### src/rtl/lps_pkg.sv
// Shared constants, codes and types of the LED pixel serializer.
`timescale 1ns / 1ps
`default_nettype none

package lps_pkg;

  // Store geometry
  localparam int GRID_SIDE = 5;
  localparam int PIXELS    = 25;

  // Field widths
  localparam int COORD_W = 3;
  localparam int COLOR_W = 8;
  localparam int WORD_W  = 3 * COLOR_W;
  localparam int FUNC_W  = 3;
  localparam int SHORT_W = 8;
  localparam int RST_W   = 12;
  localparam int PCNT_W  = 5;
  localparam int BIT_W   = 5;
  localparam int CFG_IDX_W = 3;
  localparam int CFG_DAT_W = 12;

  // Derived widths
  localparam int IDX_W  = (PIXELS > 1) ? $clog2(PIXELS) : 1;
  localparam int CNT_W  = ($clog2(PIXELS + 1) > PCNT_W) ? $clog2(PIXELS + 1) : PCNT_W;
  localparam int SIDE_W = ($clog2(GRID_SIDE + 1) > COORD_W) ? $clog2(GRID_SIDE + 1) : COORD_W;
  localparam int LIN_W  = $clog2(GRID_SIDE * GRID_SIDE + 1);

  // Item function codes
  typedef enum logic [FUNC_W-1:0] {
    FUNC_TICK  = 3'd0,
    FUNC_PIXEL = 3'd1,
    FUNC_ROW   = 3'd2,
    FUNC_COL   = 3'd3,
    FUNC_ALL   = 3'd4,
    FUNC_START = 3'd5
  } func_e;

  // Configuration register indexes
  typedef enum logic [CFG_IDX_W-1:0] {
    CFG_ZERO_HIGH = 3'd0,
    CFG_ZERO_LOW  = 3'd1,
    CFG_ONE_HIGH  = 3'd2,
    CFG_ONE_LOW   = 3'd3,
    CFG_RESET     = 3'd4,
    CFG_PCOUNT    = 3'd5
  } cfg_reg_e;

  // Serializer phases, one-hot
  typedef enum logic [4:0] {
    PH_IDLE  = 5'b00001,
    PH_LEAD  = 5'b00010,
    PH_HIGH  = 5'b00100,
    PH_LOW   = 5'b01000,
    PH_TRAIL = 5'b10000
  } phase_e;

  // Store operations
  typedef enum logic [1:0] {
    OP_PIXEL = 2'd0,
    OP_ROW   = 2'd1,
    OP_COL   = 2'd2,
    OP_ALL   = 2'd3
  } store_op_e;

  typedef struct packed {
    logic               valid;
    store_op_e          op;
    logic [COORD_W-1:0] x;
    logic [COORD_W-1:0] y;
  } store_cmd_t;

endpackage

`default_nettype wire

### src/rtl/lps_store.sv
// Pixel store: synchronous memory with valid flags and a row/column fill sequencer.
`timescale 1ns / 1ps
`default_nettype none

module lps_store
  import lps_pkg::*;
(
  input  wire logic              clk_i,
  input  wire logic              rst_ni,
  input  wire store_cmd_t        cmd_i,
  input  wire logic [WORD_W-1:0] word_i,
  input  wire logic [IDX_W-1:0]  rd_addr_i,
  output logic [WORD_W-1:0]      rd_word_o,
  output logic                   busy_o
);

  logic [WORD_W-1:0] mem [PIXELS];
  logic [PIXELS-1:0] valid_q;
  logic [WORD_W-1:0] rd_data_q;
  logic              rd_valid_q;

  logic              fill_q, fill_d;
  store_op_e         mode_q, mode_d;
  logic [SIDE_W-1:0] col_q, col_d, row_q, row_d;
  logic [WORD_W-1:0] word_q, word_d;

  logic [SIDE_W-1:0] wr_col, wr_row;
  logic [WORD_W-1:0] wr_word;
  logic              wr_try;
  logic [LIN_W-1:0]  wr_lin;
  logic              wr_en;
  logic [SIDE_W-1:0] x_ext, y_ext;
  logic              last_col, last_row;

  assign x_ext    = SIDE_W'(cmd_i.x);
  assign y_ext    = SIDE_W'(cmd_i.y);
  assign last_col = (col_q == SIDE_W'(GRID_SIDE - 1));
  assign last_row = (row_q == SIDE_W'(GRID_SIDE - 1));

  always_comb begin
    fill_d  = fill_q;
    mode_d  = mode_q;
    col_d   = col_q;
    row_d   = row_q;
    word_d  = word_q;
    wr_try  = 1'b0;
    wr_col  = col_q;
    wr_row  = row_q;
    wr_word = word_q;
    if (fill_q) begin
      // Write one entry per cycle, advance along the row, the column or the grid
      wr_try = 1'b1;
      case (mode_q)
        OP_ROW: begin
          col_d = col_q + 1'b1;
          if (last_col) fill_d = 1'b0;
        end
        OP_COL: begin
          row_d = row_q + 1'b1;
          if (last_row) fill_d = 1'b0;
        end
        default: begin
          if (last_col) begin
            col_d = '0;
            row_d = row_q + 1'b1;
            if (last_row) fill_d = 1'b0;
          end else begin
            col_d = col_q + 1'b1;
          end
        end
      endcase
    end else if (cmd_i.valid) begin
      word_d = word_i;
      mode_d = cmd_i.op;
      unique case (cmd_i.op)
        OP_PIXEL: begin
          wr_try  = (x_ext < SIDE_W'(GRID_SIDE)) && (y_ext < SIDE_W'(GRID_SIDE));
          wr_col  = x_ext;
          wr_row  = y_ext;
          wr_word = word_i;
        end
        OP_ROW: begin
          fill_d = (y_ext < SIDE_W'(GRID_SIDE));
          col_d  = '0;
          row_d  = y_ext;
        end
        OP_COL: begin
          fill_d = (x_ext < SIDE_W'(GRID_SIDE));
          col_d  = x_ext;
          row_d  = '0;
        end
        OP_ALL: begin
          fill_d = 1'b1;
          col_d  = '0;
          row_d  = '0;
        end
        default: ;
      endcase
    end
    wr_lin = LIN_W'(wr_col) + LIN_W'(GRID_SIDE) * LIN_W'(wr_row);
    wr_en  = wr_try && (wr_lin < LIN_W'(PIXELS));
  end

  always_ff @(posedge clk_i or negedge rst_ni) begin
    if (!rst_ni) begin
      fill_q  <= 1'b0;
      valid_q <= '0;
    end else begin
      fill_q <= fill_d;
      if (wr_en) valid_q[IDX_W'(wr_lin)] <= 1'b1;
    end
  end

  always_ff @(posedge clk_i) begin
    mode_q <= mode_d;
    col_q  <= col_d;
    row_q  <= row_d;
    word_q <= word_d;
  end

  always_ff @(posedge clk_i) begin
    if (wr_en) mem[IDX_W'(wr_lin)] <= wr_word;
    rd_data_q  <= mem[rd_addr_i];
    rd_valid_q <= valid_q[rd_addr_i];
  end

  // An entry never written reads as zero
  assign rd_word_o = rd_valid_q ? rd_data_q : '0;
  assign busy_o    = fill_q;

endmodule

`default_nettype wire

### src/rtl/led_pixel_serializer_unit.sv
// Top level of the LED pixel serializer: item decode, bit timing sequencer, result register.
//
//   channel  direction  handshake                 payload
//   in       input      in_valid_i / in_ready_o   func_i x_i y_i green_i red_i blue_i
//   out      output     out_valid_o / out_ready_i pin_level_o busy_res_o frame_done_o rejected_o
//   cfg      input      cfg_we_i                  cfg_idx_i cfg_wdata_i
//
// Tick, pixel write and start items do not keep the input closed. A row or column fill
// keeps the input closed after its item until every entry of its line is written, a full
// fill until the whole grid is written: the store has a single write port, one entry per cycle.
// Reset clears control state; store entries read as zero through per-entry valid
// flags until written, so no clearing pass runs.
// The result register holds one item; a new item enters as long as the store is not
// filling and that register is empty or is being drained in the same cycle.
`timescale 1ns / 1ps
`default_nettype none

module led_pixel_serializer_unit
  import lps_pkg::*;
(
  input  wire logic                 clk_i,
  input  wire logic                 rst_ni,
  // item input
  input  wire logic                 in_valid_i,
  output logic                      in_ready_o,
  input  wire logic [FUNC_W-1:0]    func_i,
  input  wire logic [COORD_W-1:0]   x_i,
  input  wire logic [COORD_W-1:0]   y_i,
  input  wire logic [COLOR_W-1:0]   green_i,
  input  wire logic [COLOR_W-1:0]   red_i,
  input  wire logic [COLOR_W-1:0]   blue_i,
  // result output
  output logic                      out_valid_o,
  input  wire logic                 out_ready_i,
  output logic                      pin_level_o,
  output logic                      busy_res_o,
  output logic                      frame_done_o,
  output logic                      rejected_o,
  // configuration writes
  input  wire logic                 cfg_we_i,
  input  wire logic [CFG_IDX_W-1:0] cfg_idx_i,
  input  wire logic [CFG_DAT_W-1:0] cfg_wdata_i
);

  // Configuration registers
  logic [SHORT_W-1:0] zero_high_q, zero_low_q, one_high_q, one_low_q;
  logic [RST_W-1:0]   reset_ticks_q;
  logic [PCNT_W-1:0]  pixel_count_q;

  // Sequencer state
  phase_e             phase_q, phase_d;
  logic [RST_W-1:0]   tick_q, tick_d;
  logic [IDX_W-1:0]   pix_q, pix_d;
  logic [BIT_W-1:0]   bit_q, bit_d;
  logic [WORD_W-1:0]  shift_q, shift_d;
  logic               pin_q, pin_d;

  // Result register
  logic out_valid_q;
  logic level_q, level_d, busy_q, busy_d, done_q, done_d, rej_q, rej_d;

  // Store interface
  store_cmd_t         cmd;
  logic [WORD_W-1:0]  rd_word;
  logic [IDX_W-1:0]   rd_addr;
  logic               store_busy;

  logic               accept, busy;
  logic [RST_W-1:0]   tick_inc, part_len;
  logic [CNT_W-1:0]   frame_pix, pcount_ext, nxt_pix;
  logic [BIT_W-1:0]   bit_inc;

  assign in_ready_o = !store_busy && (!out_valid_q || out_ready_i);
  assign accept     = in_valid_i && in_ready_o;
  assign busy       = (phase_q != PH_IDLE);

  assign pcount_ext = CNT_W'(pixel_count_q);
  assign frame_pix  = (pcount_ext > CNT_W'(PIXELS)) ? CNT_W'(PIXELS) : pcount_ext;
  assign nxt_pix    = CNT_W'(pix_q) + 1'b1;
  assign tick_inc   = tick_q + 1'b1;
  assign bit_inc    = bit_q + 1'b1;

  // Prefetch: during the leading reset (and idle) read pixel zero, during a pixel
  // read the one after it, so the word is ready when the next load happens
  always_comb begin
    rd_addr = '0;
    if (((phase_q == PH_HIGH) || (phase_q == PH_LOW)) && (nxt_pix < CNT_W'(PIXELS))) begin
      rd_addr = IDX_W'(nxt_pix);
    end
  end

  // Length of the current part of the waveform
  always_comb begin
    unique case (phase_q)
      PH_HIGH: part_len = RST_W'(shift_q[WORD_W-1] ? one_high_q : zero_high_q);
      PH_LOW:  part_len = RST_W'(shift_q[WORD_W-1] ? one_low_q : zero_low_q);
      default: part_len = reset_ticks_q;
    endcase
  end

  always_comb begin
    phase_d = phase_q;
    tick_d  = tick_q;
    pix_d   = pix_q;
    bit_d   = bit_q;
    shift_d = shift_q;
    pin_d   = pin_q;
    level_d = ~pin_q;
    busy_d  = busy;
    done_d  = 1'b0;
    rej_d   = 1'b0;
    cmd       = '0;
    cmd.op    = OP_PIXEL;
    cmd.x     = x_i;
    cmd.y     = y_i;

    if (accept) begin
      unique case (func_i)
        FUNC_TICK: begin
          if (busy) begin
            if (tick_inc < part_len) begin
              tick_d = tick_inc;
            end else begin
              // Part ends: move to the next one
              tick_d = '0;
              unique case (phase_q)
                PH_LEAD: begin
                  pix_d = '0;
                  if (frame_pix == '0) begin
                    phase_d = PH_TRAIL;
                  end else begin
                    shift_d = rd_word;
                    bit_d   = '0;
                    phase_d = PH_HIGH;
                  end
                end
                PH_HIGH: phase_d = PH_LOW;
                PH_LOW: begin
                  shift_d = {shift_q[WORD_W-2:0], 1'b0};
                  bit_d   = bit_inc;
                  if (bit_inc >= BIT_W'(WORD_W)) begin
                    pix_d = IDX_W'(nxt_pix);
                    if (nxt_pix >= frame_pix) begin
                      phase_d = PH_TRAIL;
                      bit_d   = '0;
                    end else begin
                      shift_d = rd_word;
                      bit_d   = '0;
                      phase_d = PH_HIGH;
                    end
                  end else begin
                    phase_d = PH_HIGH;
                  end
                end
                PH_TRAIL: begin
                  phase_d = PH_IDLE;
                  pix_d   = '0;
                  done_d  = 1'b1;
                end
                default: phase_d = PH_IDLE;
              endcase
              pin_d = (phase_d == PH_HIGH);
            end
          end
        end
        FUNC_PIXEL, FUNC_ROW, FUNC_COL, FUNC_ALL: begin
          if (busy) begin
            rej_d = 1'b1;
          end else begin
            cmd.valid = 1'b1;
            unique case (func_i)
              FUNC_ROW: cmd.op = OP_ROW;
              FUNC_COL: cmd.op = OP_COL;
              FUNC_ALL: cmd.op = OP_ALL;
              default:  cmd.op = OP_PIXEL;
            endcase
          end
        end
        FUNC_START: begin
          if (busy) begin
            rej_d = 1'b1;
          end else begin
            phase_d = PH_LEAD;
            tick_d  = '0;
            pix_d   = '0;
            bit_d   = '0;
            shift_d = '0;
            pin_d   = 1'b0;
            busy_d  = 1'b1;
            level_d = 1'b1;
          end
        end
        default: ; // unused codes: report status, change nothing
      endcase
    end
  end

  // Configuration writes; indexes beyond the list are dropped
  always_ff @(posedge clk_i or negedge rst_ni) begin
    if (!rst_ni) begin
      zero_high_q   <= SHORT_W'(17);
      zero_low_q    <= SHORT_W'(38);
      one_high_q    <= SHORT_W'(34);
      one_low_q     <= SHORT_W'(29);
      reset_ticks_q <= RST_W'(2400);
      pixel_count_q <= PCNT_W'(1);
    end else if (cfg_we_i) begin
      unique case (cfg_idx_i)
        CFG_ZERO_HIGH: zero_high_q   <= cfg_wdata_i[SHORT_W-1:0];
        CFG_ZERO_LOW:  zero_low_q    <= cfg_wdata_i[SHORT_W-1:0];
        CFG_ONE_HIGH:  one_high_q    <= cfg_wdata_i[SHORT_W-1:0];
        CFG_ONE_LOW:   one_low_q     <= cfg_wdata_i[SHORT_W-1:0];
        CFG_RESET:     reset_ticks_q <= cfg_wdata_i[RST_W-1:0];
        CFG_PCOUNT:    pixel_count_q <= cfg_wdata_i[PCNT_W-1:0];
        default: ;
      endcase
    end
  end

  // Sequencer state
  always_ff @(posedge clk_i or negedge rst_ni) begin
    if (!rst_ni) begin
      phase_q <= PH_IDLE;
      tick_q  <= '0;
      pix_q   <= '0;
      bit_q   <= '0;
      shift_q <= '0;
      pin_q   <= 1'b0;
    end else begin
      phase_q <= phase_d;
      tick_q  <= tick_d;
      pix_q   <= pix_d;
      bit_q   <= bit_d;
      shift_q <= shift_d;
      pin_q   <= pin_d;
    end
  end

  // Result register: load on accept, drop once taken
  always_ff @(posedge clk_i or negedge rst_ni) begin
    if (!rst_ni) begin
      out_valid_q <= 1'b0;
    end else if (accept) begin
      out_valid_q <= 1'b1;
    end else if (out_ready_i) begin
      out_valid_q <= 1'b0;
    end
  end

  always_ff @(posedge clk_i) begin
    if (accept) begin
      level_q <= level_d;
      busy_q  <= busy_d;
      done_q  <= done_d;
      rej_q   <= rej_d;
    end
  end

  lps_store u_store (
    .clk_i     (clk_i),
    .rst_ni    (rst_ni),
    .cmd_i     (cmd),
    .word_i    ({green_i, red_i, blue_i}),
    .rd_addr_i (rd_addr),
    .rd_word_o (rd_word),
    .busy_o    (store_busy)
  );

  assign out_valid_o  = out_valid_q;
  assign pin_level_o  = level_q;
  assign busy_res_o   = busy_q;
  assign frame_done_o = done_q;
  assign rejected_o   = rej_q;

endmodule

`default_nettype wire

### config.mk
export PLATFORM = sky130hd
export DESIGN_NAME = led_pixel_serializer_unit
export DESIGN_NICKNAME = d
export VERILOG_FILES = /design/src/rtl/lps_pkg.sv /design/src/rtl/lps_store.sv /design/src/rtl/led_pixel_serializer_unit.sv
export SDC_FILE = /design/constraint.sdc
export NUM_CORES = 1
export LEC_CHECK = 0
export ABC_AREA = 1
export BUFFER_PORTS_ARGS = -buffer_cell sky130_fd_sc_hd__buf_4
export CORE_MARGIN = 2
export CORE_UTILIZATION = 50
export DETAILED_ROUTE_END_ITERATION = 10
export PLACE_DENSITY_LB_ADDON = 0.3
export SLEW_MARGIN = 25
export SYNTH_ARGS = -nofsm -noshare
export SYNTH_HDL_FRONTEND = slang
export SYNTH_HIERARCHICAL = 1
export SYNTH_SLANG_ARGS = --single-unit
### constraint.sdc
create_clock -name clk_i -period 11.8 [get_ports clk_i]
set_clock_uncertainty 0.1 [all_clocks]
set_input_delay 1.18 -clock clk_i [delete_from_list [all_inputs] [get_ports clk_i]]
set_output_delay 1.18 -clock clk_i [all_outputs]
set_load 0.05 [all_outputs]
==> results.md <==
* Power density over the cells at approximately 150 nW/um^2
* Leakage power summed over all cells at approximately 14 nW
* Routed wirelength normalized by instance count at roughly 22 um
* Maximum frequency from static timing analysis at around 150 MHz
* Tot GR Track Use at about a quarter
* Largest net degree at the start of global routing at 146
* Length of the first detailed-routing pass in iterations at 6
* Total Power at around 5.7 mW
* Register-to-Register Setup Slack at between 5 and 6 ns
* DPL Wire Length at between 40000 and 50000 um
* Wire length of the first global-routing pass at approximately 130000 um
* Kind of start point of the critical path: flop
* Required time reported for the critical path endpoint at between 10 and 15 ns
* Dominant cell by count in the synthesized netlist: edfxtp_1
* Final Routed Wirelength at ~80000 um
* Clock tree from TritonCTS: yes
* Total setup violations reported at the end of the flow at 0
* Clock transition at the registers of the reported paths at 0.06 ns
* Most frequently used flop master after synthesis: edfxtp_1
* Place WS at between 4 and 5 ns
* Synthesized Nets at ~3000
* Commonest cells in the synthesized netlist: edfxtp_1, nor2_1, o21ai_0
* Class of the most critical setup path: reg -> reg
* Number of standard cells in the layout, taps in and fillers out at roughly 3800
* Antenna viol nets, final at 0
* Most area-consuming cells after synthesis: edfxtp_1, dfrtp_1, o21ai_0, nor2_1, nand2_1
* Number of synthesized flops with an enable pin at between 600 and 700
* Area added between synthesis and finish at 11.1%
* Slack of the critical path at 5.31 ns
* Share of the core filled with cells at 56.1%
* Fraction of registers with async set or reset after synthesis at between 15 and 20%
* Root Buffer: clkbuf_16
* Area of the multi-input gates at between 9000 and 10000 sq um
* Net switching power at 1.15 mW
* Die area at between 60000 and 70000 sq um
* Number of buffer cells added on primary ports at 58
* Max-slew violation count at 0
* Highest ir drop seen on vdd at roughly 0.00013 V
* Cell Rows at 94
* # IOs at 59
* Count of routing violations after the opening detailed-route iteration at about 2200
* Reg power frac at 53.5%
* Antenna violations before repair at 0
* Synthesized cell area at approximately 33000 sq um
* Fraction of final layout cells with drive strength greater than 1 at 10.8%
* Die W at ~260 um
* Crit path max fanout at 35
* Normalized max-slew margin at 31.5%
* Register area at ~23000 sq um
* Number of placed instances, taps included at between 3000 and 4000
* Number of gates resized after cts at 0
* Post-synthesis cell type with the largest combined area: edfxtp_1
* Core Box Area at roughly 66000 sq um
* CP arrival at roughly 6.5 ns
* Int Power at 4.51 mW
* Warnings from Yosys at 6
* Library cells used by synthesis at roughly 50
* Via count of the first global-routing pass at 21700
* Share of total power consumed by net switching at between 20% and 30%
* Clock network fraction of design power at about 44%
* Origin of the worst min-delay path: u_store/valid_q[5]
* Grt ovf at 0
* Class of the tightest hold or removal check: reg -> reg
* Average instance area after synthesis at 11.6 sq um
* Drt drc at 0
* Worst reg2reg path startpoint: phase_q[0]
* Cts-stage hold buffer count at 0
* Gate count after technology mapping at around 2900
* Kind of capture point of the worst setup path: flop
* Clock sinks at between 700 and 800
* Sequential share of the synthesized area at between 60 and 70%
* Count of max-cap constraint violations at 0
* Insertion delay of the later-clocked pin in the worst-skew pair at ~0.63 ns
* Nets at 2962
* Area share of the leading cell type in the synthesized netlist at 57.5%
* Clock buffer depth at 3
* Min cycle time layout at between 6 and 7 ns
* Setup Fix Bufs, Post-CTS at 0
* Number of buffers created by CTS at 83
* Power share of the combinational group at between 2 and 3%
* Critical Path Start: phase_q[0]
* Register bit total from synthesis at ~790
* Via count at between 20000 and 25000
* Vias per cell at between 5 and 6
* Initial core utilization at between 50% and 60%
* Setup TNS at 0 ns
* Status: complete, no violations
* Filler cell count in the final layout at about 5300
* Period utilisation layout at 55.0%
* Vertical die dimension at 262 um
* Final hold vios at 0
* RSZ-0062 raised after global routing: false
* Final estimated routing congestion in global placement at about 0.85
* Pin slew with the least headroom to its limit at 1.03 ns
* Number of levels the H-tree was split into at 3
-- metal layers --
layer	track usage, %	up-vias	routed length [um]
met5	0	-	0
li1	-	10200	-
met2	40.3	879	40300
met1	32.1	11100	33400
met4	9.41	0	2980
met3	3.50	170	5480
-- critical path: stages (launching register included) --
cell and delay (ns):
dfstp_2 0.58, inv_1 0.08, nor4_2 0.45, nand2_1 0.16, nor2_1 0.52, nor2_4 0.12, nand2_4 0.38, o21ai_0 0.22
ha_1 0.32, ha_1 0.19, ha_1 0.35, a21oi_1 0.20, nand3_1 0.15, nand2_1 0.13, nand2_2 0.11, nand2_2 0.24
nand3_1 0.13, nand2_1 0.38, inv_1 0.18, nand2_1 0.12, clkinv_1 0.77
-- cells in the final DEF (no fill, tap or decap), types with 10 or more instances in the layout --
cell type  count
a21oi_1       32
buf_4         95
clkbuf_1      20
clkbuf_16     85
clkbuf_8      10
clkinv_1      18
clkinv_2      14
dfrtp_1      111
dfstp_2       17
dfxtp_1       25
edfxtp_1     636
ha_1          34
inv_1        126
mux2_2        28
mux2i_1       14
nand2_1      320
nand3_1       71
nand4_1       53
nor2_1       466
nor2_2        20
nor2_4        10
o211ai_1      97
o21ai_0      421
o21ai_1       47
o221ai_1      21
o22ai_1       56
xor2_1        13
-- kinds of logic after synthesis --
kind of cell,count (synthesis),share of synthesized area (%)
flip-flops,789,68.7
multiplexers,42,1.37
AND/OR/NAND/NOR,974,12.2
buffers and inverters,316,4.08
adder cells (fa/ha/maj),35,1.34
XOR/XNOR,18,0.475
AO/OA/AOI/OAI,695,11.8
-- layout make-up --
cell class	count	area share, %
Tap cell	864	2.93
Clock buffer	115	6.34
Antenna cell	1	0.00678
Sequential cell	789	61.9
Timing Repair Buffer	95	1.93
Inverter	141	1.46
Multi-Input combinational cell	1764	24.8
Clock inverter	34	0.651
-- per-stage QoR --
stage,hold slack (ns),cell area [sq um]
5_1_grt,0.390,36900
2_1_floorplan,0.328,33200
3_3_place_gp,0.341,34300
4_1_cts,0.359,36900
6_report,0.362,36900
3_5_place_dp,0.344,34300
-- flip-flops by register name, indices dropped and copies added, names as in the netlist, 2 cells and up --
register           count
u_store/valid_q       25
u_store/row_q          3
tick_q                12
reset_ticks_q         12
zero_high_q            8
u_store/rd_data_q     24
zero_low_q             8
one_high_q             8
u_store/word_q        24
pix_q                  5
shift_q               24
u_store/col_q          3
one_low_q              8
u_store/mem          600
pcount_ext             5
u_store/mode_q         2
phase_q                5
bit_q                  5
-- power groups by stage --
stage | sequential [mW] | combinational, mW | clock (mW)
2_1_floorplan | 3.08 | 0.0965 | 0
3_3_place_gp | 3.09 | 0.142 | 0
3_5_place_dp | 3.09 | 0.148 | 0
4_1_cts | 3.03 | 0.149 | 2.52
5_1_grt | 3.04 | 0.168 | 2.64
6_report | 3.03 | 0.148 | 2.48
-- worst paths after layout --
path | endpoint | depth (start not counted)
max in group asynchronous | u_store/valid_q[21] | 2
min | u_store/valid_q[5] | 2
max | u_store/mem[9][5] | 20
max reg2reg | u_store/mem[9][5] | 20
min in group asynchronous | reset_ticks_q[10] | 1
min reg2reg | u_store/valid_q[5] | 2
No activity file was read; power rests on OpenSTA's default activity.
